File: config.mk
export PLATFORM = sky130hd
export DESIGN_NAME = lpht_ctrl
export DESIGN_NICKNAME = d
export VERILOG_FILES = /design/src/sv/lpht_pkg.sv /design/src/sv/lpht_ctrl.sv
export VERILOG_INCLUDE_DIRS = /design/src /design/src/sv
export SDC_FILE = /design/constraint.sdc
export NUM_CORES = 1
export LEC_CHECK = 0
export BUFFER_PORTS_ARGS = -buffer_cell sky130_fd_sc_hd__buf_2
export CORE_ASPECT_RATIO = 1.5
export CORE_MARGIN = 1.5
export CORE_UTILIZATION = 52
export DETAILED_ROUTE_END_ITERATION = 7
export HOLD_SLACK_MARGIN = 0.05
export PLACE_DENSITY = 0.8
export SYNTH_ARGS = -nofsm -noshare
export SYNTH_HDL_FRONTEND = slang
export SYNTH_SLANG_ARGS = --single-unit
File: constraint.sdc
create_clock -name i_clk -period 5 [get_ports i_clk]
set_clock_uncertainty 0.1 [all_clocks]
set_input_delay 0.75 -clock i_clk [delete_from_list [all_inputs] [get_ports i_clk]]
set_output_delay 0.75 -clock i_clk [all_outputs]
set_load 0.05 [all_outputs]
File: src/sv/linear_probe_hash_table_top_assert.svh
// assertion macros for the hash table
`ifndef LINEAR_PROBE_HASH_TABLE_TOP_ASSERT_SVH
`define LINEAR_PROBE_HASH_TABLE_TOP_ASSERT_SVH
`ifndef SYNTHESIS
`define LPHT_ASSERT_IMPL(label, clk, rst_n, ante, cons) \
    label: assert property (@(posedge clk) disable iff (!rst_n) (ante) |-> (cons)) \
        else $error("lpht assertion failed");
`define LPHT_ASSERT_NEXT(label, clk, rst_n, ante, cons) \
    label: assert property (@(posedge clk) disable iff (!rst_n) (ante) |=> (cons)) \
        else $error("lpht assertion failed");
`else
`define LPHT_ASSERT_IMPL(label, clk, rst_n, ante, cons)
`define LPHT_ASSERT_NEXT(label, clk, rst_n, ante, cons)
`endif
`endif

File: src/sv/lpht_pkg.sv
package lpht_pkg;
    localparam int TableDepth = 256;
    localparam int IdxW = $clog2(TableDepth);
    localparam int CntW = IdxW + 1;

    localparam logic [1:0] OP_INSERT   = 2'd0;
    localparam logic [1:0] OP_LOOKUP   = 2'd1;
    localparam logic [1:0] OP_DELETE   = 2'd2;
    localparam logic [1:0] OP_RESERVED = 2'd3;

    localparam logic [2:0] ST_INSERTED  = 3'd0;
    localparam logic [2:0] ST_UPDATED   = 3'd1;
    localparam logic [2:0] ST_FOUND     = 3'd2;
    localparam logic [2:0] ST_NOT_FOUND = 3'd3;
    localparam logic [2:0] ST_DELETED   = 3'd4;
    localparam logic [2:0] ST_FULL      = 3'd5;

    typedef struct packed {
        logic [1:0]  operation;
        logic [31:0] key;
        logic [31:0] value;
        logic [31:0] key_hash;
    } t_req;

    typedef struct packed {
        logic [2:0]  status;
        logic [31:0] result_value;
        logic [7:0]  probes;
    } t_rsp;

    // one table entry as stored in memory
    typedef struct packed {
        logic [31:0]     key;
        logic [31:0]     value;
        logic [IdxW-1:0] home;
    } t_entry;

    // sequencer to memory
    typedef struct packed {
        logic            rd_en;
        logic [IdxW-1:0] rd_addr;
        logic            wr_en;
        logic [IdxW-1:0] wr_addr;
        t_entry          wr_data;
        logic            set_valid;
        logic            clr_valid;
        logic [IdxW-1:0] clr_addr;
    } t_mem_cmd;

    typedef enum logic [3:0] {
        S_IDLE,
        S_MOD,
        S_RD,
        S_CHK,
        S_DEL_RD,
        S_DEL_CHK,
        S_HOME,
        S_RE_RD,
        S_RE_CHK,
        S_DONE
    } t_state;
endpackage

File: src/sv/lpht_ctrl.sv
// probe sequencer
module lpht_ctrl (
    input  logic                          i_clk,
    input  logic                          i_rst_n,
    input  logic                          i_start,
    input  lpht_pkg::t_req                i_req,
    input  logic [8:0]                    i_slots,
    output logic                          o_busy,
    output logic                          o_mod_start,
    output logic [31:0]                   o_mod_dividend,
    output logic [lpht_pkg::CntW-1:0]     o_n,
    input  logic                          i_mod_done,
    input  logic [lpht_pkg::CntW-1:0]     i_mod_rem,
    output lpht_pkg::t_mem_cmd            o_cmd,
    input  lpht_pkg::t_entry              i_rd_data,
    input  logic                          i_rd_valid,
    output logic                          o_strobe,
    output lpht_pkg::t_rsp                o_rsp
);
    import lpht_pkg::*;

    `include "linear_probe_hash_table_top_assert.svh"

    t_state          r_state, n_state;
    t_req            r_req, n_req;
    logic [CntW-1:0] r_n, n_n;
    logic [IdxW-1:0] r_home, n_home;
    logic [IdxW-1:0] r_idx, n_idx;
    logic [CntW-1:0] r_i, n_i;
    logic [IdxW-1:0] r_hole, n_hole;
    logic [CntW-1:0] r_j, n_j;
    t_entry          r_ent, n_ent;
    logic [CntW-1:0] r_k, n_k;
    logic [IdxW-1:0] r_ri, n_ri;
    t_rsp            r_rsp, n_rsp;
    logic            r_strobe, n_strobe;
    logic [CntW-1:0] w_n;
    logic [CntW-1:0] w_inc;
    logic [CntW-1:0] w_hole_inc;
    logic [CntW-1:0] w_ri_inc;
    logic            w_home_far;
    t_mem_cmd        w_cmd;

    // clamp slot count to 1..TableDepth
    always_comb begin
        if (i_slots == 9'd0) begin
            w_n = CntW'(1);
        end else if ({23'd0, i_slots} > TableDepth) begin
            w_n = CntW'(TableDepth);
        end else begin
            w_n = CntW'(i_slots);
        end
    end

    // wrapping increments
    assign w_inc      = ({1'b0, r_idx} + 1'b1 == r_n) ? '0 : {1'b0, r_idx} + 1'b1;
    assign w_hole_inc = ({1'b0, r_hole} + 1'b1 == r_n) ? '0 : {1'b0, r_hole} + 1'b1;
    assign w_ri_inc   = ({1'b0, r_ri} + 1'b1 == r_n) ? '0 : {1'b0, r_ri} + 1'b1;

    // stored home lies beyond the current slot count
    assign w_home_far = {1'b0, i_rd_data.home} >= r_n;

    // next state and datapath
    always_comb begin
        n_state  = r_state;
        n_req    = r_req;
        n_n      = r_n;
        n_home   = r_home;
        n_idx    = r_idx;
        n_i      = r_i;
        n_hole   = r_hole;
        n_j      = r_j;
        n_ent    = r_ent;
        n_k      = r_k;
        n_ri     = r_ri;
        n_rsp    = r_rsp;
        n_strobe = 1'b0;
        case (r_state)
            S_IDLE: begin
                if (i_start) begin
                    n_req   = i_req;
                    n_n     = w_n;
                    n_i     = '0;
                    n_state = S_MOD;
                end
            end
            S_MOD: begin
                if (i_mod_done) begin
                    n_home = i_mod_rem[IdxW-1:0];
                    n_idx  = i_mod_rem[IdxW-1:0];
                    n_i    = '0;
                    n_rsp  = '{status: ST_NOT_FOUND, result_value: '0, probes: '0};
                    if (r_req.operation == OP_INSERT || r_req.operation == OP_LOOKUP
                        || r_req.operation == OP_DELETE) begin
                        n_state = S_RD;
                    end else begin
                        n_state = S_DONE;
                    end
                end
            end
            S_RD: n_state = S_CHK;
            S_CHK: begin
                if (!i_rd_valid || i_rd_data.key == r_req.key) begin
                    if (r_req.operation == OP_INSERT) begin
                        n_rsp.status = i_rd_valid ? ST_UPDATED : ST_INSERTED;
                        n_rsp.probes = (r_i > CntW'(255)) ? 8'd255 : r_i[7:0];
                        n_state = S_DONE;
                    end else if (!i_rd_valid) begin
                        n_state = S_DONE;
                    end else if (r_req.operation == OP_LOOKUP) begin
                        n_rsp.status       = ST_FOUND;
                        n_rsp.result_value = i_rd_data.value;
                        n_state = S_DONE;
                    end else begin
                        n_rsp.status       = ST_DELETED;
                        n_rsp.result_value = i_rd_data.value;
                        n_hole = r_idx;
                        n_j    = CntW'(1);
                        n_state = S_DEL_RD;
                    end
                end else if (r_i + 1'b1 == r_n) begin
                    if (r_req.operation == OP_INSERT) begin
                        n_rsp.status = ST_FULL;
                    end
                    n_state = S_DONE;
                end else begin
                    n_i   = r_i + 1'b1;
                    n_idx = w_inc[IdxW-1:0];
                    n_state = S_RD;
                end
            end
            // walk the cluster after the freed slot
            S_DEL_RD: begin
                if (r_j >= r_n) begin
                    n_state = S_DONE;
                end else begin
                    n_hole  = w_hole_inc[IdxW-1:0];
                    n_state = S_DEL_CHK;
                end
            end
            S_DEL_CHK: begin
                if (!i_rd_valid) begin
                    n_state = S_DONE;
                end else begin
                    n_ent = i_rd_data;
                    n_ri  = i_rd_data.home;
                    n_k   = '0;
                    if (w_home_far) begin
                        n_state = S_HOME;
                    end else begin
                        n_state = S_RE_RD;
                    end
                end
            end
            // reduce the stored home modulo the current slot count
            S_HOME: begin
                if (i_mod_done) begin
                    n_ent.home = i_mod_rem[IdxW-1:0];
                    n_ri       = i_mod_rem[IdxW-1:0];
                    n_state    = S_RE_RD;
                end
            end
            S_RE_RD: n_state = S_RE_CHK;
            S_RE_CHK: begin
                if (!i_rd_valid || i_rd_data.key == r_ent.key || r_k + 1'b1 == r_n) begin
                    n_j     = r_j + 1'b1;
                    n_state = S_DEL_RD;
                end else begin
                    n_k  = r_k + 1'b1;
                    n_ri = w_ri_inc[IdxW-1:0];
                    n_state = S_RE_RD;
                end
            end
            S_DONE: begin
                n_strobe = 1'b1;
                n_state  = S_IDLE;
            end
            default: n_state = S_IDLE;
        endcase
    end

    // memory commands
    always_comb begin
        w_cmd = '0;
        case (r_state)
            S_RD: begin
                w_cmd.rd_en   = 1'b1;
                w_cmd.rd_addr = r_idx;
            end
            S_CHK: begin
                if (r_req.operation == OP_INSERT
                    && (!i_rd_valid || i_rd_data.key == r_req.key)) begin
                    w_cmd.wr_en     = 1'b1;
                    w_cmd.set_valid = 1'b1;
                    w_cmd.wr_addr   = r_idx;
                    w_cmd.wr_data   = '{key: r_req.key, value: r_req.value, home: r_home};
                end else if (r_req.operation == OP_DELETE && i_rd_valid
                    && i_rd_data.key == r_req.key) begin
                    w_cmd.clr_valid = 1'b1;
                    w_cmd.clr_addr  = r_idx;
                end
            end
            S_DEL_RD: begin
                w_cmd.rd_en   = r_j < r_n;
                w_cmd.rd_addr = w_hole_inc[IdxW-1:0];
            end
            S_DEL_CHK: begin
                w_cmd.clr_valid = i_rd_valid;
                w_cmd.clr_addr  = r_hole;
            end
            S_RE_RD: begin
                w_cmd.rd_en   = 1'b1;
                w_cmd.rd_addr = r_ri;
            end
            S_RE_CHK: begin
                if (!i_rd_valid || i_rd_data.key == r_ent.key) begin
                    w_cmd.wr_en     = 1'b1;
                    w_cmd.set_valid = 1'b1;
                    w_cmd.wr_addr   = r_ri;
                    w_cmd.wr_data   = r_ent;
                end
            end
            default: w_cmd = '0;
        endcase
    end

    always_ff @(posedge i_clk) begin
        if (!i_rst_n) begin
            r_state  <= S_IDLE;
            r_strobe <= 1'b0;
        end else begin
            r_state  <= n_state;
            r_strobe <= n_strobe;
        end
        r_req  <= n_req;
        r_n    <= n_n;
        r_home <= n_home;
        r_idx  <= n_idx;
        r_i    <= n_i;
        r_hole <= n_hole;
        r_j    <= n_j;
        r_ent  <= n_ent;
        r_k    <= n_k;
        r_ri   <= n_ri;
        r_rsp  <= n_rsp;
    end

    // divider shared between the hash and the re-placed home
    assign o_mod_start    = (r_state == S_IDLE && i_start)
                         || (r_state == S_DEL_CHK && i_rd_valid && w_home_far);
    assign o_mod_dividend = (r_state == S_IDLE) ? i_req.key_hash
                                                : {{(32-IdxW){1'b0}}, i_rd_data.home};

    assign o_busy      = r_state != S_IDLE;
    assign o_n         = w_n;
    assign o_cmd       = w_cmd;
    assign o_strobe    = r_strobe;
    assign o_rsp       = r_rsp;

    `LPHT_ASSERT_NEXT(a_start_busy, i_clk, i_rst_n, i_start && !o_busy, o_busy)
    `LPHT_ASSERT_IMPL(a_no_dual_write, i_clk, i_rst_n, 1'b1, !(w_cmd.wr_en && w_cmd.rd_en))
    `LPHT_ASSERT_NEXT(a_strobe_idle, i_clk, i_rst_n, r_state == S_DONE, !o_busy && o_strobe)
    `LPHT_ASSERT_IMPL(a_probe_bound, i_clk, i_rst_n, o_busy, r_i < r_n || r_state == S_IDLE)
endmodule

Word-level counts from Yosys, hierarchy flattened:

Index checks and enable logic that the tools add are counted.

* flip-flop bits (word level): 254
* logic and storage cells: 173
* input bits: 193
* output and inout port bits: 187

* reductions and logical operators: 38
* mux-type cells: 70
* $add $sub $neg: 6
* $lt $le $gt $ge: 5
* equal/unequal tests: 35

Operator list (count)
* $mux W82: 2
* $pmux W82 S2: 1
* $mux W9: 15
* $mux W8: 16
* $pmux W43 S2: 1
* $mux W35: 2
* $eq A32 B32 Y1: 2
* $mux W32: 2
* $pmux W9 S2: 3
* $pmux W9 S3: 2
* $pmux W8 S2: 3
* $eq A9 B9 Y1: 5
* $mux W4: 11
* $mux W43: 1
* $mux W40: 1
* $pmux W4 S9: 1
* $ne A2 B2 Y1 const B: 14
* $add A8 B1 Y9 const B: 3
* $add A9 B1 Y9 const B: 3
* $pmux W8 S3: 1
* $eq A4 B3 Y1 const B: 4
* $reduce_and A5 Y1: 3
* $mux W3: 4
* $reduce_and A4 Y1: 3
* 25 further kinds: 51

Depth between registers and ports, before layout:

* depth in word-level cells: 6
* depth in mapped cells: 11
* gate-level depth less buffers: 10

Least setup slack after synthesis:

Ideal clock, no wire load.

* path kind: input to register
* start point: input port i_rd_data[55] (netlist bit)
* end point: register r_rsp, in the netlist o_rsp[10], enable pin
* cell stages on the path: 6
* buffers on the path: 0
* library setup time: 0.432 ns
* arrival: 3.300 ns
* data required time: 4.468 ns
* slack: 1.168 ns
* cell sequence: xor2_1 > nor4_1 > nand4_1 > nor3_2 > nand3b_1 > a21oi_1

* cells in the longest elaborated chain, start to end: 4

Ends and longest elaborated chain
* from (decl): RTL line lpht_ctrl.sv:15 `input lpht_pkg::t_entry i_rd_data,`
* $eq A32 B32 Y1: RTL line lpht_ctrl.sv:103 `if (!i_rd_valid || i_rd_data.key == r_req.key) begin`
* $logic_or A1 B1 Y1: RTL line lpht_ctrl.sv:103
* $ne A2 B2 Y1 (no source line)
* $reduce_and A5 Y1 (no source line)
* to (signal assigned): RTL line lpht_ctrl.sv:245 `r_rsp <= n_rsp;`
* to (decl): RTL line lpht_ctrl.sv:35 `t_rsp r_rsp, n_rsp;`

Every way passes these cells.
A chain may end at the register's enable or synchronous reset.

==> metrics.yaml <==
yosys:
  syn_area_per_cell_um2: 12.5
  synth_largest_area_cell: "edfxtp_1"
  synth_edf_count: 249
  netlist_area_um2: 12800
  synth_top_area_frac: 0.583
  ys_types: 55
  synth_flop_cell: "edfxtp_1"
  synthArstFlopShare: 0
  synth_area_leaders: "edfxtp_1 (58%), xor2_1 (6.2%), a22o_1 (6.1%)"
  yosys_warnings: 0
  ys_ff_latch: 254
  ys_seq_area_frac: 0.591
  syn-instance-count: 1027
  syn_nets: 1244
placement:
  place.gp.congestion: 0.949
  dp.cells: 1688
  io_buffers: 378
  dp_hpwl_mm: 29.1
  place_ws_ps: 611
critical_path:
  path_class: "reg2out"
  timing.rr.end: "r_j[5]"
  startpoint_type: "flip-flop"
  end_kind: "output pin"
  worstPathArrival_ps: 3620
  reg2reg_setup_slack_ps: 1540
  reg2reg_from: "r_k[0]"
  path_max_fanout: 19
  worstPathRequired_ps: 4150
  r2r_cells: 7
sta:
  setup_viol: 0
  rsz0062_at_grt: "no"
  min_period_ps: 4470
  whs_ps: 288
  slew_viol_final: 0
  layout_setup_ws_ps: 535
  max-slew-margin-rel: 0.203
  fin_tns_setup_ps: 0
  fin_crit_sh: 0.893
  max_clock_freq_mhz: 224
  timing_hold_violations_final: 0
  worst_pin_slew_ps: 1190
floorplan:
  start_util: 0.527
  die_y_um: 195
  die_x_um: 131
  num_rows: 70
  io-pin-count: 380
  coreArea_um2: 24300
  die-area_um2: 25600
clocking:
  cts_tree: "yes"
  post_cts_buffers: 0
  h-tree-depth: 1
  clk_latency_ps: 530
  clockRootBuffer: "clkbuf_16"
  cts.repair.resized: 0
  clkSinkCount: 254
  cts_buffer_depth: 3
  clk_pin_slew_ps: 70
  cts_hold_buf: 0
  cts_buffers: 25
finish:
  drive_gt1_frac: 0.326
  layout.nets: 1608
  instances_no_fill: 1741
  area_delta_synth_final_pct: 23.7
detailed_routing:
  top_layer: "met4"
  wl_per_cell_um: 22.5
  antenna_left: 0
  drtIter0Drc: 863
  finalWirelength_mm: 39.2
  vias: 10187
  dr_wl_met3_mm: 2.61
  vias_per_cell: 5.85
  met2_wirelength_mm: 20.2
  drc: 0
  wl_met1_mm: 14.3
  dr.pass1.iters: 5
power:
  p_leak_nw: 6.58
  ir_drop_uv: 430
  powerDensity_nw_per_um2: 392
hold_path:
  whs_path_depth: 1
  min_from: "i_req[35]"
  hold_end: "r_req[35]"
  worstHoldPathType: "in2reg"
global_routing:
  grt-ovfl-total: 0
  grt_max_degree: 67
  grt_use_total: 0.300
  antenna_found_initial: 7
  grt_pass1_vias: 10079
  grt_pass1_wl_mm: 58.9
job:
  maxCapViolations: 0
outcome:
  status: "finished clean"
-- metal layers --
layer | GRT usage | up-vias
li1 | - | 4585
met1 | 0.355 | 4948
met2 | 0.529 | 525
met3 | 0.0428 | 129
met4 | 0.158 | 0
met5 | 0 | -
-- power by group --
group          internal, mW  switching [mW]  total, mW
combinational         0.452            1.06       1.51
sequential             2.59           0.180       2.77
clock                  1.12           0.811       1.93
-- synth_stat cells, types with 17 or more instances --
cell type / count
a21oi_1: 17
a22o_1: 89
and2_1: 31
and3_1: 43
clkbuf_1: 47
edfxtp_1: 249
ha_1: 24
inv_1: 19
nand2_1: 56
nand3_1: 22
nand4_1: 19
nor2_1: 73
nor4_1: 20
o21ai_0: 46
xnor2_1: 48
xor2_1: 91
-- stage by stage --
step / util / area (µm²) / total power [mW]
5_1_grt: 0.652 / 15900 / 6.43
2_1_floorplan: - / 12800 / 3.83
3_3_place_gp: 0.617 / 15000 / 4.28
6_report: 0.652 / 15900 / 6.22
4_1_cts: 0.651 / 15800 / 6.22
3_5_place_dp: 0.617 / 15000 / 4.31
-- cell families (layout without fill, tap and decap cells) --
logic type                 after synthesis  in the layout  share of synthesized area
and+or+nand+nor                        311            311                      0.126
xor gates and xnor gates               144            144                      0.104
AOI/OAI and AO/OA                      199            199                      0.115
muxes                                   14             14                     0.0123
buffers and inverters                   81            463                     0.0290
adders and majority gates               24             24                     0.0234
other                                    0              8                          0
DFF                                    254            254                      0.591
-- final cells by class --
class                           instances  area, µm²
Antenna cell                            8       20.0
Sequential cell                       254       7580
Tap cell                              324        405
Clock buffer                           27        633
Clock inverter                         18        194
Inverter                               22       83.8
Fill cell                            1925       8480
Multi-Input combinational cell        692       4900
Timing Repair Buffer                  396       2050
-- cell usage in the layout, fill, tap and decap left out, drive strengths merged, types with 19 or more instances in the layout --
cell type and count:
o21ai 46, inv 19, buf 396, nand4 19, and3 43, edfxtp 249, xor2 91, nand2 56
ha 24, xnor2 48, nor4 22, nor2 74, nand3 22, and2 31, clkbuf 27, a22o 89
-- registers in the layout, indices dropped and copies added, names as in the netlist --
signal,flops
r_i,9
o_strobe,1
r_idx,8
r_home,8
r_hole,8
r_j,9
r_ri,8
r_state,4
r_req,66
r_k,9
o_rsp,43
r_n,9
r_ent,72
-- how the worst max path moves through the flow --
stage	startpoint	end	slack, ps
floorplan	i_rd_data[55]	o_rsp[10]	1170
global placement	i_rd_data[41]	o_cmd[64]	630
detailed placement	i_rd_data[41]	o_cmd[64]	610
CTS	r_ent[58]	o_cmd[64]	500
global route	r_ent[58]	o_cmd[64]	390
finish	r_ent[58]	o_cmd[64]	530
-- worst max-delay path: stages (launching register included) --
cell,delay [ps]
edfxtp_1,410
xor2_1,170
nor4_1,420
nand4_1,190
o21ai_0,500
and2_2,560
buf_4,340
a22o_1,220
buf_2,270
No activity file was read; power rests on OpenSTA's default activity.
