`src/sv/linear_probe_hash_table_top_assert.svh`:
```
// assertion macros for the hash table
`ifndef LINEAR_PROBE_HASH_TABLE_TOP_ASSERT_SVH
`define LINEAR_PROBE_HASH_TABLE_TOP_ASSERT_SVH
`ifndef SYNTHESIS
`define LPHT_ASSERT_IMPL(label, clk, rst_n, ante, cons) \
    label: assert property (@(posedge clk) disable iff (!rst_n) (ante) |-> (cons)) \
        else $error("lpht assertion failed");
`define LPHT_ASSERT_NEXT(label, clk, rst_n, ante, cons) \
    label: assert property (@(posedge clk) disable iff (!rst_n) (ante) |=> (cons)) \
        else $error("lpht assertion failed");
`else
`define LPHT_ASSERT_IMPL(label, clk, rst_n, ante, cons)
`define LPHT_ASSERT_NEXT(label, clk, rst_n, ante, cons)
`endif
`endif

```
`src/sv/lpht_pkg.sv`:
```
package lpht_pkg;
    localparam int TableDepth = 256;
    localparam int IdxW = $clog2(TableDepth);
    localparam int CntW = IdxW + 1;

    localparam logic [1:0] OP_INSERT   = 2'd0;
    localparam logic [1:0] OP_LOOKUP   = 2'd1;
    localparam logic [1:0] OP_DELETE   = 2'd2;
    localparam logic [1:0] OP_RESERVED = 2'd3;

    localparam logic [2:0] ST_INSERTED  = 3'd0;
    localparam logic [2:0] ST_UPDATED   = 3'd1;
    localparam logic [2:0] ST_FOUND     = 3'd2;
    localparam logic [2:0] ST_NOT_FOUND = 3'd3;
    localparam logic [2:0] ST_DELETED   = 3'd4;
    localparam logic [2:0] ST_FULL      = 3'd5;

    typedef struct packed {
        logic [1:0]  operation;
        logic [31:0] key;
        logic [31:0] value;
        logic [31:0] key_hash;
    } t_req;

    typedef struct packed {
        logic [2:0]  status;
        logic [31:0] result_value;
        logic [7:0]  probes;
    } t_rsp;

    // one table entry as stored in memory
    typedef struct packed {
        logic [31:0]     key;
        logic [31:0]     value;
        logic [IdxW-1:0] home;
    } t_entry;

    // sequencer to memory
    typedef struct packed {
        logic            rd_en;
        logic [IdxW-1:0] rd_addr;
        logic            wr_en;
        logic [IdxW-1:0] wr_addr;
        t_entry          wr_data;
        logic            set_valid;
        logic            clr_valid;
        logic [IdxW-1:0] clr_addr;
    } t_mem_cmd;

    typedef enum logic [3:0] {
        S_IDLE,
        S_MOD,
        S_RD,
        S_CHK,
        S_DEL_RD,
        S_DEL_CHK,
        S_HOME,
        S_RE_RD,
        S_RE_CHK,
        S_DONE
    } t_state;
endpackage

```
`src/sv/lpht_mod.sv`:
```
// iterative remainder: one quotient bit per cycle
module lpht_mod (
    input  logic                          i_clk,
    input  logic                          i_rst_n,
    input  logic                          i_start,
    input  logic [31:0]                   i_dividend,
    input  logic [lpht_pkg::CntW-1:0]     i_divisor,
    output logic                          o_done,
    output logic [lpht_pkg::CntW-1:0]     o_rem
);
    import lpht_pkg::*;

    logic [31:0]     r_dvd, n_dvd;
    logic [CntW:0]   r_rem, n_rem;
    logic [5:0]      r_cnt, n_cnt;
    logic            r_busy, n_busy;
    logic            r_done, n_done;
    logic [CntW+1:0] w_trial;

    // shift in one bit, subtract if it fits
    always_comb begin
        n_dvd  = r_dvd;
        n_rem  = r_rem;
        n_cnt  = r_cnt;
        n_busy = r_busy;
        n_done = 1'b0;
        w_trial = {r_rem, r_dvd[31]};
        if (i_start) begin
            n_dvd  = i_dividend;
            n_rem  = '0;
            n_cnt  = 6'd0;
            n_busy = 1'b1;
        end else if (r_busy) begin
            n_dvd = {r_dvd[30:0], 1'b0};
            if (w_trial >= {2'b00, i_divisor}) begin
                n_rem = (CntW+1)'(w_trial - {2'b00, i_divisor});
            end else begin
                n_rem = w_trial[CntW:0];
            end
            n_cnt = r_cnt + 6'd1;
            if (r_cnt == 6'd31) begin
                n_busy = 1'b0;
                n_done = 1'b1;
            end
        end
    end

    always_ff @(posedge i_clk) begin
        if (!i_rst_n) begin
            r_busy <= 1'b0;
            r_done <= 1'b0;
        end else begin
            r_busy <= n_busy;
            r_done <= n_done;
        end
        r_dvd <= n_dvd;
        r_rem <= n_rem;
        r_cnt <= n_cnt;
    end

    assign o_done = r_done;
    assign o_rem  = r_rem[CntW-1:0];
endmodule

```
`config.mk`:
```
export PLATFORM = sky130hd
export DESIGN_NAME = lpht_mod
export DESIGN_NICKNAME = d
export VERILOG_FILES = /design/src/sv/linear_probe_hash_table_top_assert.svh /design/src/sv/lpht_pkg.sv /design/src/sv/lpht_mod.sv
export SDC_FILE = /design/constraint.sdc
export NUM_CORES = 1
export LEC_CHECK = 0
export BUFFER_PORTS_ARGS = -buffer_cell sky130_fd_sc_hd__buf_2
export CAP_MARGIN = 20
export CORE_ASPECT_RATIO = 1.2
export CORE_UTILIZATION = 29
export DETAILED_ROUTE_END_ITERATION = 6
export PLACE_DENSITY_LB_ADDON = 0.1
export SETUP_SLACK_MARGIN = 0.2
export SYNTH_ARGS = -nofsm -noshare
export SYNTH_HDL_FRONTEND = slang
export SYNTH_SLANG_ARGS = --single-unit
```
`constraint.sdc`:
```
create_clock -name i_clk -period 2.18 [get_ports i_clk]
set_input_delay 0.109 -clock i_clk [delete_from_list [all_inputs] [get_ports i_clk]]
set_output_delay 0.109 -clock i_clk [all_outputs]
set_load 0.05 [all_outputs]
```
# Word level (Yosys, flattened, before mapping)
# Cells that the tools add are included.
[word_totals] mem_count=0 latch_bits=0 ram_bits=0 elab_cells=20 register_bits=50 rom_bits=0
[op_classes] n_addsub=2 eq_ne=1 n_mux=7 bitwise_logic=2 order_cmp=1 div=0 n_mul=0 shifts=0 reduce_logical=2
[op_table] op="32-bit two-way mux" count=2
[op_table] op="11-bit by 9-bit >= comparator with 1-bit output" count=1
[op_table] op="10-bit two-way mux" count=1
[op_table] op="10-bit by 9-bit subtractor with 10-bit output" count=1
[op_table] op="6-bit by 1-bit adder with 6-bit output (second input constant)" count=1
[op_table] op="6-bit by 5-bit equality test with 1-bit output (second input constant)" count=1
[op_table] op="1-bit two-way mux" count=4
[op_table] op="3-bit OR reduction" count=1
[op_table] op="1-bit NOT" count=2
[op_table] op="2-bit nonzero test" count=1

# Longest topological paths before layout
# Gate-level depths: netlist (run 1).
[depth] word_depth=4 depth_mapped=10 depth_no_buf=10

# Worst setup path after synthesis (run 1)
# OpenSTA, ideal clock, no wires.
[synth_path] path_kind="flip-flop to flip-flop" startpoint="reg r_dvd[31]" endpoint="reg r_rem[8]" path_slack_ns=0.305 period_less_slack_ns=1.875 stages_incl_launch_ff=11 path_buffers=0 required_time_ns=2.089 arrival_ns=1.784 setup_time_ns=0.091 cell_sequence="edfxtp_1 -> inv_1 -> ha_1 -> inv_1 -> fa_1 -> nand3_1 -> a21oi_1 -> nor3_1 -> xnor2_1 -> nand2_1 -> a311oi_1"
[synth_between] elab_chain_len=2
[synth_rtl] item="start, declared" line="lpht_mod.sv:13" text="logic [31:0] r_dvd, n_dvd;"
[synth_rtl] item="start signal, assigned" line="lpht_mod.sv:56" text="r_dvd <= n_dvd;"
[synth_rtl] item="10-bit by 9-bit subtractor with 10-bit output / 11-bit by 9-bit >= comparator with 1-bit output (equally long branches)" line="lpht_mod.sv:36, lpht_mod.sv:35"
[synth_rtl] item="10-bit two-way mux *" line="lpht_mod.sv:35" text="if (w_trial >= {2'b00, i_divisor}) begin"
[synth_rtl] item="end signal, assigned" line="lpht_mod.sv:57" text="r_rem <= n_rem;"
[synth_rtl] item="end, declared" line="lpht_mod.sv:14" text="logic [CntW:0] r_rem, n_rem;"
# Mark *: on every way between the ends. The rest lies on a longest branch, timed or not.
# A chain may end at the register's enable or synchronous reset.

# Final worst setup path (run 1)
[layout_path] startpoint="reg r_dvd[31]" endpoint="reg r_rem[6]"
# Same word-level chain as after synthesis.

==> reports/metrics.yaml, run 1 <==
routing:
  dr_total_vias: 1820
  first_pass_iters: 4
  wire_per_inst_um: 14.1
  drcViolationCount: 0
  drt-vias-per-instance: 4.56
  drtAntennaViolNets: 0
  drtIter0Drc: 36
  finalWirelength_um: 5630
placed_design:
  post_dp_cell_area_mm2: 0.00300
  io_buffers: 53
  gp_congestion: 0.812
  dp_hpwl_um: 3870
setup_path:
  critPathLaunchType: "register"
  worstReg2RegEnd: "r_rem[6]$_SDFFE_PP0P_"
  r2r_slack_ps: 180
  worstPathArrival_ps: 2230
  critPathSlowestCell: "edfxtp_1"
  cp_cell_sequence: "inv_2 > ha_4 > inv_2 > fa_2 > nand3_2 > a21boi_2 > o21a_1 > o21ai_1 > o311ai_1 > a211oi_1"
  crit_fanout: 3
  endpoint_kind: "register"
  worst_r2r_path_depth: 10
  crit_type: "reg2reg"
  cpMostUsedCell: "inv_2"
  r2r_start: "r_dvd[31]$_DFFE_PP_"
  required_ps: 2400
  crit_start: "r_dvd[31]$_DFFE_PP_"
  cpPeakStageDelay_ps: 440
power_and_ir_drop:
  p_sw_uw: 667
  p_leak_uw: 0.00130
  seqPwrFrac_pct: 48.5
  p_int_uw: 1700
  power_density_mw_per_mm2: 728
  peakVddDrop_v: 0.000252
  p_clk_share_pct: 28.0
  comb_power_share_pct: 23.5
  switching_share_pct: 28.2
timing:
  finClkSkew_ps: 8.02
  period_share_pct: 91.8
  rsz0062_at_grt: "yes"
  max_freq_mhz: 500
  slew_headroom_pct: 69.7
  period_needed_ps: 2000
  finalSetupViolations: 0
  hold_viol: 0
  maxSlewViolCount: 0
  worst_pin_slew_ps: 455
  fin_tns_setup_ps: 0
floorplanning:
  start_util_pct: 30.3
  row_count: 37
  core_mm2: 0.00866
  die_h_um: 106
  ios: 54
  die_x_um: 88.9
  die_area_mm2: 0.00944
hold_path:
  hp-class: "in2reg"
  hold_path_end: "r_busy$_SDFF_PN0_"
  worstHoldPathCells: 2
  hold_start: "i_rst_n"
global_route:
  grt_pass1_wl_um: 8540
  antenna_found_initial: 0
  grt_overflow: 0
  grtUsageTotal_pct: 12.1
  grt_pass1_vias: 1774
  grt_start_max_net_pins: 37
yosys:
  synth.distinct_cells: 42
  synth-seq-cells: 50
  syn_area_mm2: 0.00263
  synthesis.instances: 227
  synth_fp_nets: 282
  synth_warnings: 0
  ys_seq_area_share_pct: 50.3
  syn_avg_cell_area_um2: 11.6
clock_network:
  clkLatencyLatePin_ps: 300
  numCtsBuffers: 5
  clk_pin_slew_ps: 100
  cts_buffer_depth: 2
  cts_tree: "done"
  cts_max_level: 2
  cts.sinks: 50
  ctsRootBufferMaster: "clkbuf_8"
run:
  maxCapViolations: 0
final_layout:
  syn2layout_area_growth_pct: 23.9
  layout-drive-gt1-share_pct: 46.1
  diodes: 0
  fin_nets: 336
  final_area_mm2: 0.00325
  num-fill-cells: 913
outcome:
  status: "completed"
cells in the final DEF (no fill, tap or decap), types with 2 or more instances in the layout:
| cell type | Yosys | routed |
|---|---|---|
| clkbuf_8 | 0 | 5 |
| nand2_1 | 15 | 15 |
| a21oi_2 | 0 | 2 |
| inv_1 | 13 | 11 |
| nor2_1 | 18 | 18 |
| buf_4 | 9 | 10 |
| a21o_1 | 2 | 2 |
| nand3_2 | 0 | 2 |
| ha_2 | 0 | 3 |
| mux2i_1 | 3 | 2 |
| ha_4 | 0 | 3 |
| o211ai_1 | 2 | 2 |
| nand4_1 | 2 | 2 |
| inv_2 | 0 | 2 |
| dfxtp_1 | 18 | 17 |
| edfxtp_1 | 32 | 32 |
| xor2_1 | 5 | 5 |
| a21oi_1 | 12 | 10 |
| o21a_1 | 3 | 3 |
| mux2_2 | 31 | 31 |
| buf_2 | 0 | 53 |
| o21ai_0 | 4 | 3 |
| a211oi_1 | 6 | 5 |
| xnor2_1 | 5 | 5 |
| o21ai_1 | 1 | 2 |
| a311oi_2 | 0 | 2 |
| ha_1 | 10 | 4 |
final cells by class:
type | instances | area [um^2] | area share [%]
clock inverter | 2 | 37.5 | 1.15
clock buffer | 6 | 72.6 | 2.23
inverter | 13 | 48.8 | 1.50
tap | 117 | 146 | 4.50
multi-input combinational | 147 | 1260 | 38.8
sequential | 50 | 1330 | 40.7
timing repair buffer | 64 | 360 | 11.1
repair_timing:
action	4_1_cts	5_1_grt
hold buffers	0	0
setup buffers	1	3
setup endpoints to repair	6	9
gates cloned	0	1
resized for setup	4	24
pin swaps	0	14
cell usage after synthesis (all sizes together):
master | n | share of area (%)
a21o | 2 | 0.57
o311a | 1 | 0.38
nor3 | 2 | 0.38
buf | 9 | 2.6
and2 | 2 | 0.52
a311oi | 3 | 1.0
clkbuf | 9 | 1.3
edfxtp | 32 | 37
dfxtp | 18 | 14
xnor2 | 5 | 1.7
nand4 | 3 | 0.95
o311ai | 1 | 0.33
o21a | 3 | 0.86
or3 | 1 | 0.24
o31ai | 1 | 0.81
and3 | 1 | 0.24
or2 | 1 | 0.24
o211a | 1 | 0.38
inv | 13 | 1.9
ha | 10 | 4.8
nand3b | 1 | 0.29
xor2 | 5 | 1.7
fa | 1 | 0.76
a21oi | 12 | 2.3
nand2 | 16 | 2.6
a211oi | 6 | 1.7
nor2 | 18 | 2.6
nand3 | 3 | 0.57
a21boi | 1 | 0.29
mux2 | 31 | 13
nor3b | 1 | 0.48
o21ai | 6 | 1.6
o211ai | 2 | 0.57
nor2b | 1 | 0.24
nor4 | 1 | 0.24
mux2i | 3 | 1.1
o31a | 1 | 0.33
critical path: cells and delay by family (launching register included):
family	cells	cell delay, ps
and+or+nand+nor	1	100
DFF	1	440
AOI/OAI and AO/OA	5	760
adders and majority gates	2	500
buffers and inverters	2	130
metal layers:
layer / share of wire (%) / global-route usage, % / up-vias
li1: - / - / 915
met1: 45 / 14.7 / 861
met5: 0 / 0 / -
met3: 4.8 / 2.87 / 5
met2: 49 / 20.4 / 39
met4: 1.3 / 4.15 / 0
registers in the layout, summed over array words and instances (netlist names):
register	count
r_dvd	32
r_rem	10
r_cnt	6
o_done	1
r_busy	1
power by group through the flow:
| stage | sequential (uW) | combinational (uW) | clock (uW) |
|---|---|---|---|
| after floorplan | 1150 | 386 | 0 |
| final | 1150 | 557 | 664 |
| after CTS | 1150 | 508 | 701 |
| after global routing | 1160 | 608 | 726 |
| after global placement | 1170 | 500 | 0 |
| after detailed placement | 1170 | 497 | 0 |
through the flow:
| stage | worst slack (ps) | hold WS (ps) | power, uW | util [%] | instances |
|---|---|---|---|---|---|
| floorplan | 305 | 227 | 1540 | - | 227 |
| detailed placement | 130 | 367 | 1670 | 34.7 | 386 |
| global route | 80.3 | 51.2 | 2490 | 37.6 | 399 |
| finish | 180 | 45.3 | 2370 | 37.6 | 399 |
| CTS | 192 | 42.6 | 2360 | 36.1 | 395 |
| global placement | 121 | 360 | 1670 | 34.7 | 386 |
how the worst max path moves through the flow:
stage / cells past startpoint / end
after floorplan: 10 / r_rem[8]$_SDFFE_PP0P_
after detailed placement: 10 / r_rem[6]$_SDFFE_PP0P_
after CTS: 10 / r_rem[6]$_SDFFE_PP0P_
final: 10 / r_rem[6]$_SDFFE_PP0P_
after global routing: 10 / r_rem[6]$_SDFFE_PP0P_
after global placement: 7 / r_rem[3]$_SDFFE_PP0P_
cell families after synthesis:
kind of cell	share of synthesized area, %
xor gates and xnor gates	3.34
and+or+nand+nor	9.53
adders and majority gates	5.53
AOI/OAI and AO/OA	11.1
buffers and inverters	5.72
muxes	14.4
DFF	50.3
Note: power is estimated with default switching activity, not from simulation.
==> run 2, diff against run 1 <==
--- a/config.mk
+++ b/config.mk
@@ -5,8 +5,11 @@
 export SDC_FILE = /design/constraint.sdc
 export NUM_CORES = 1
 export LEC_CHECK = 0
+export ABC_AREA = 1
 export BUFFER_PORTS_ARGS = -buffer_cell sky130_fd_sc_hd__buf_2
 export CAP_MARGIN = 20
+export CELL_PAD_IN_SITES_DETAIL_PLACEMENT = 0
+export CELL_PAD_IN_SITES_GLOBAL_PLACEMENT = 2
 export CORE_ASPECT_RATIO = 1.2
 export CORE_UTILIZATION = 29
 export DETAILED_ROUTE_END_ITERATION = 6
==> run 2 against run 1 <==
Against the previous run:
- cell area decreased by 0.38%
- clock power shrank 18%
- global-route usage increased by 2.1 points
- total power is 3.9% lower
- largest cell class unchanged
- largest power group unchanged
==> reports/metrics.yaml, run 2 <==
yosys:
  async_flop_share_pct: 0
  ys_seq_area_share_pct: 47.2
  ys.flop_type: "edfxtp_1"
  synthesis.instances: 366
  synth_warnings: 0
  synth-seq-cells: 50
  syn_area_mm2: 0.00280
  synth_fp_nets: 421
  synth_edf_count: 32
  synth_area_leader_cell: "edfxtp_1"
  yosysMostFrequentCell: "nand2_1"
  synthTopCellsByCount: "nand2_1, inv_1, edfxtp_1, nand3_1, dfxtp_1"
  synth.area.top_cells: "edfxtp_1, nand2_1, dfxtp_1, inv_1, nand3_1"
  synth.distinct_cells: 28
  syn_avg_cell_area_um2: 7.65
  yosysTopAreaCellShare_pct: 34.3
placed_design:
  dp_hpwl_um: 4860
  post-place-ws_ps: 347
  post_dp_cell_area_mm2: 0.00315
  gp_congestion: 0.751
  io_buffers: 53
  place_inst: 526
timing:
  finClkSkew_ps: 14.1
  worst_pin_slew_ps: 384
  max_freq_mhz: 570
  rsz0062_at_grt: "no"
  slew_headroom_pct: 74.4
  maxSlewViolCount: 0
  finalSetupViolations: 0
  fin_ws_ps: 425
  period_share_pct: 80.5
  fin_tns_setup_ps: 0
  hold_viol: 0
  period_needed_ps: 1750
outcome:
  status: "completed"
clock_network:
  post_cts_buffers: 0
  cts_buffer_depth: 2
  ctsRootBufferMaster: "clkbuf_8"
  clk_pin_slew_ps: 100
  numCtsBuffers: 5
  clkLatencyLatePin_ps: 310
  cts_tree: "done"
  cts.sinks: 50
  cts_max_level: 2
power_and_ir_drop:
  seqPwrFrac_pct: 51.3
  p_leak_uw: 0.00170
  p_int_uw: 1550
  comb_power_share_pct: 24.8
  p_clk_share_pct: 23.9
  power_density_mw_per_mm2: 703
  p_sw_uw: 731
  peakVddDrop_v: 0.000278
  switching_share_pct: 32.1
global_route:
  antenna_found_initial: 0
  grtUsageTotal_pct: 14.1
  grt_pass1_wl_um: 11100
  grt_overflow: 0
  grt_pass1_vias: 2313
  grt_start_max_net_pins: 29
floorplanning:
  ios: 54
  die_x_um: 91.7
  row_count: 38
  die_area_mm2: 0.0101
  start_util_pct: 30.4
  die_h_um: 110
  core_mm2: 0.00922
setup_path:
  required_ps: 2390
  worstPathArrival_ps: 1970
  critPathSlowestCell: "fa_2"
  critPathLaunchType: "register"
  cpMostUsedCell: "nand2_1"
  cpPeakStageDelay_ps: 390
  crit_type: "reg2reg"
  cp_cell_sequence: "inv_1 > ha_1 > inv_1 > fa_2 > nand3_1 > nand3_1 > nand2_1 > nand3b_1 > nand2_1 > nand2_1 > nand3_1 > nand2_1"
  endpoint_kind: "register"
  crit_fanout: 3
routing:
  dr_total_vias: 2321
  wire_per_inst_um: 12.1
  drtIter0Drc: 37
  drt-vias-per-instance: 4.35
  finalWirelength_um: 6440
  drcViolationCount: 0
  first_pass_iters: 4
  drtAntennaViolNets: 0
final_layout:
  largest_reg_flops: 32
  fin_nets: 468
  mostFrequentLayoutCells: "nand2_1, buf_2, inv_1"
  diodes: 0
  mostFrequentLayoutCell: "nand2_1"
  finalNonFillerCells: 534
  final_area_mm2: 0.00324
  regMostFlops: "r_dvd"
  top_regs: "r_dvd: 32 flops, r_rem: 10 flops, r_cnt: 6 flops"
  syn2layout_area_growth_pct: 15.7
  layout-drive-gt1-share_pct: 17.6
  num-fill-cells: 1033
run:
  maxCapViolations: 0
hold_path:
  hp-class: "in2reg"
[run 2: cell types whose count changed after synthesis, moves of 4 or more]
cell      before  now
a211oi_1       6    0
a21oi_1       12    7
inv_1         13   45
mux2_2        31    0
nand2_1       15  169
nand3_1        3   29
nor2_1        18   13
o21ai_0        4    0
xor2_1         5    1
[run 2: worst paths after layout]
| path | slack (ps) | depth (start not counted) | from | end |
|---|---|---|---|---|
| max | 430 | 12 | r_dvd[31]$_DFFE_PP_ | r_rem[8]$_SDFFE_PP0P_ |
| min | 30 | 3 | i_rst_n | o_done$_SDFF_PP0_ |
| max reg2reg | 430 | 12 | r_dvd[31]$_DFFE_PP_ | r_rem[8]$_SDFFE_PP0P_ |
| min reg2reg | 460 | 2 | r_rem[9]$_SDFFE_PP0P_ | r_rem[9]$_SDFFE_PP0P_ |
[run 2: metrics by stage]
stage          power, uW  hold WS, ps  util [%]
2_1_floorplan       1610          235         -
3_3_place_gp        1770          360      34.2
3_5_place_dp        1760          361      34.2
4_1_cts             2320         20.0      35.1
5_1_grt             2440         13.0      35.1
6_report            2280         29.8      35.1
[run 2: layout make-up]
cell class / count / area [um^2] / share of cell area [%]
well taps: 120 / 150 / 4.63
inverters: 45 / 169 / 5.21
multi-input cells: 252 / 1190 / 36.8
repair buffers: 59 / 323 / 9.96
clock inverters: 2 / 13.8 / 0.425
flip-flops and latches: 50 / 1320 / 40.8
clock buffers: 6 / 72.6 / 2.24
[run 2: power by group through the flow]
stage	combinational, uW	sequential, uW	clock [uW]
floorplan	439	1180	0
global placement	583	1190	0
detailed placement	573	1190	0
CTS	579	1170	576
global route	648	1180	609
finish	565	1170	545
[run 2: cell families after synthesis]
family	Yosys count	share of synthesized area, %
compound gates	11	2.64
fa+ha+maj	11	5.18
simple gates	227	33.7
xor+xnor	3	0.939
flops	50	47.2
buf+inv	64	10.4
[run 2: critical path: cells and delay by family, from the launching register on]
family,cells,cell delay (ps)
flops,1,360
simple gates,8,630
fa+ha+maj,2,530
buf+inv,2,160
[run 2: timing repair]
item                       in CTS  in global routing
hold buffers                    0                  0
gates resized for setup         0                  1
hold endpoints to repair        0                  0
setup endpoints to repair       0                  1
[run 2: layer usage]
metal | GRT usage (%) | vias to the layer above | wire, um
li1 | - | 1246 | -
met1 | 16.0 | 1032 | 2830
met2 | 26.6 | 35 | 3310
met3 | 2.70 | 8 | 204
met4 | 4.91 | 0 | 94
met5 | 0 | - | 0
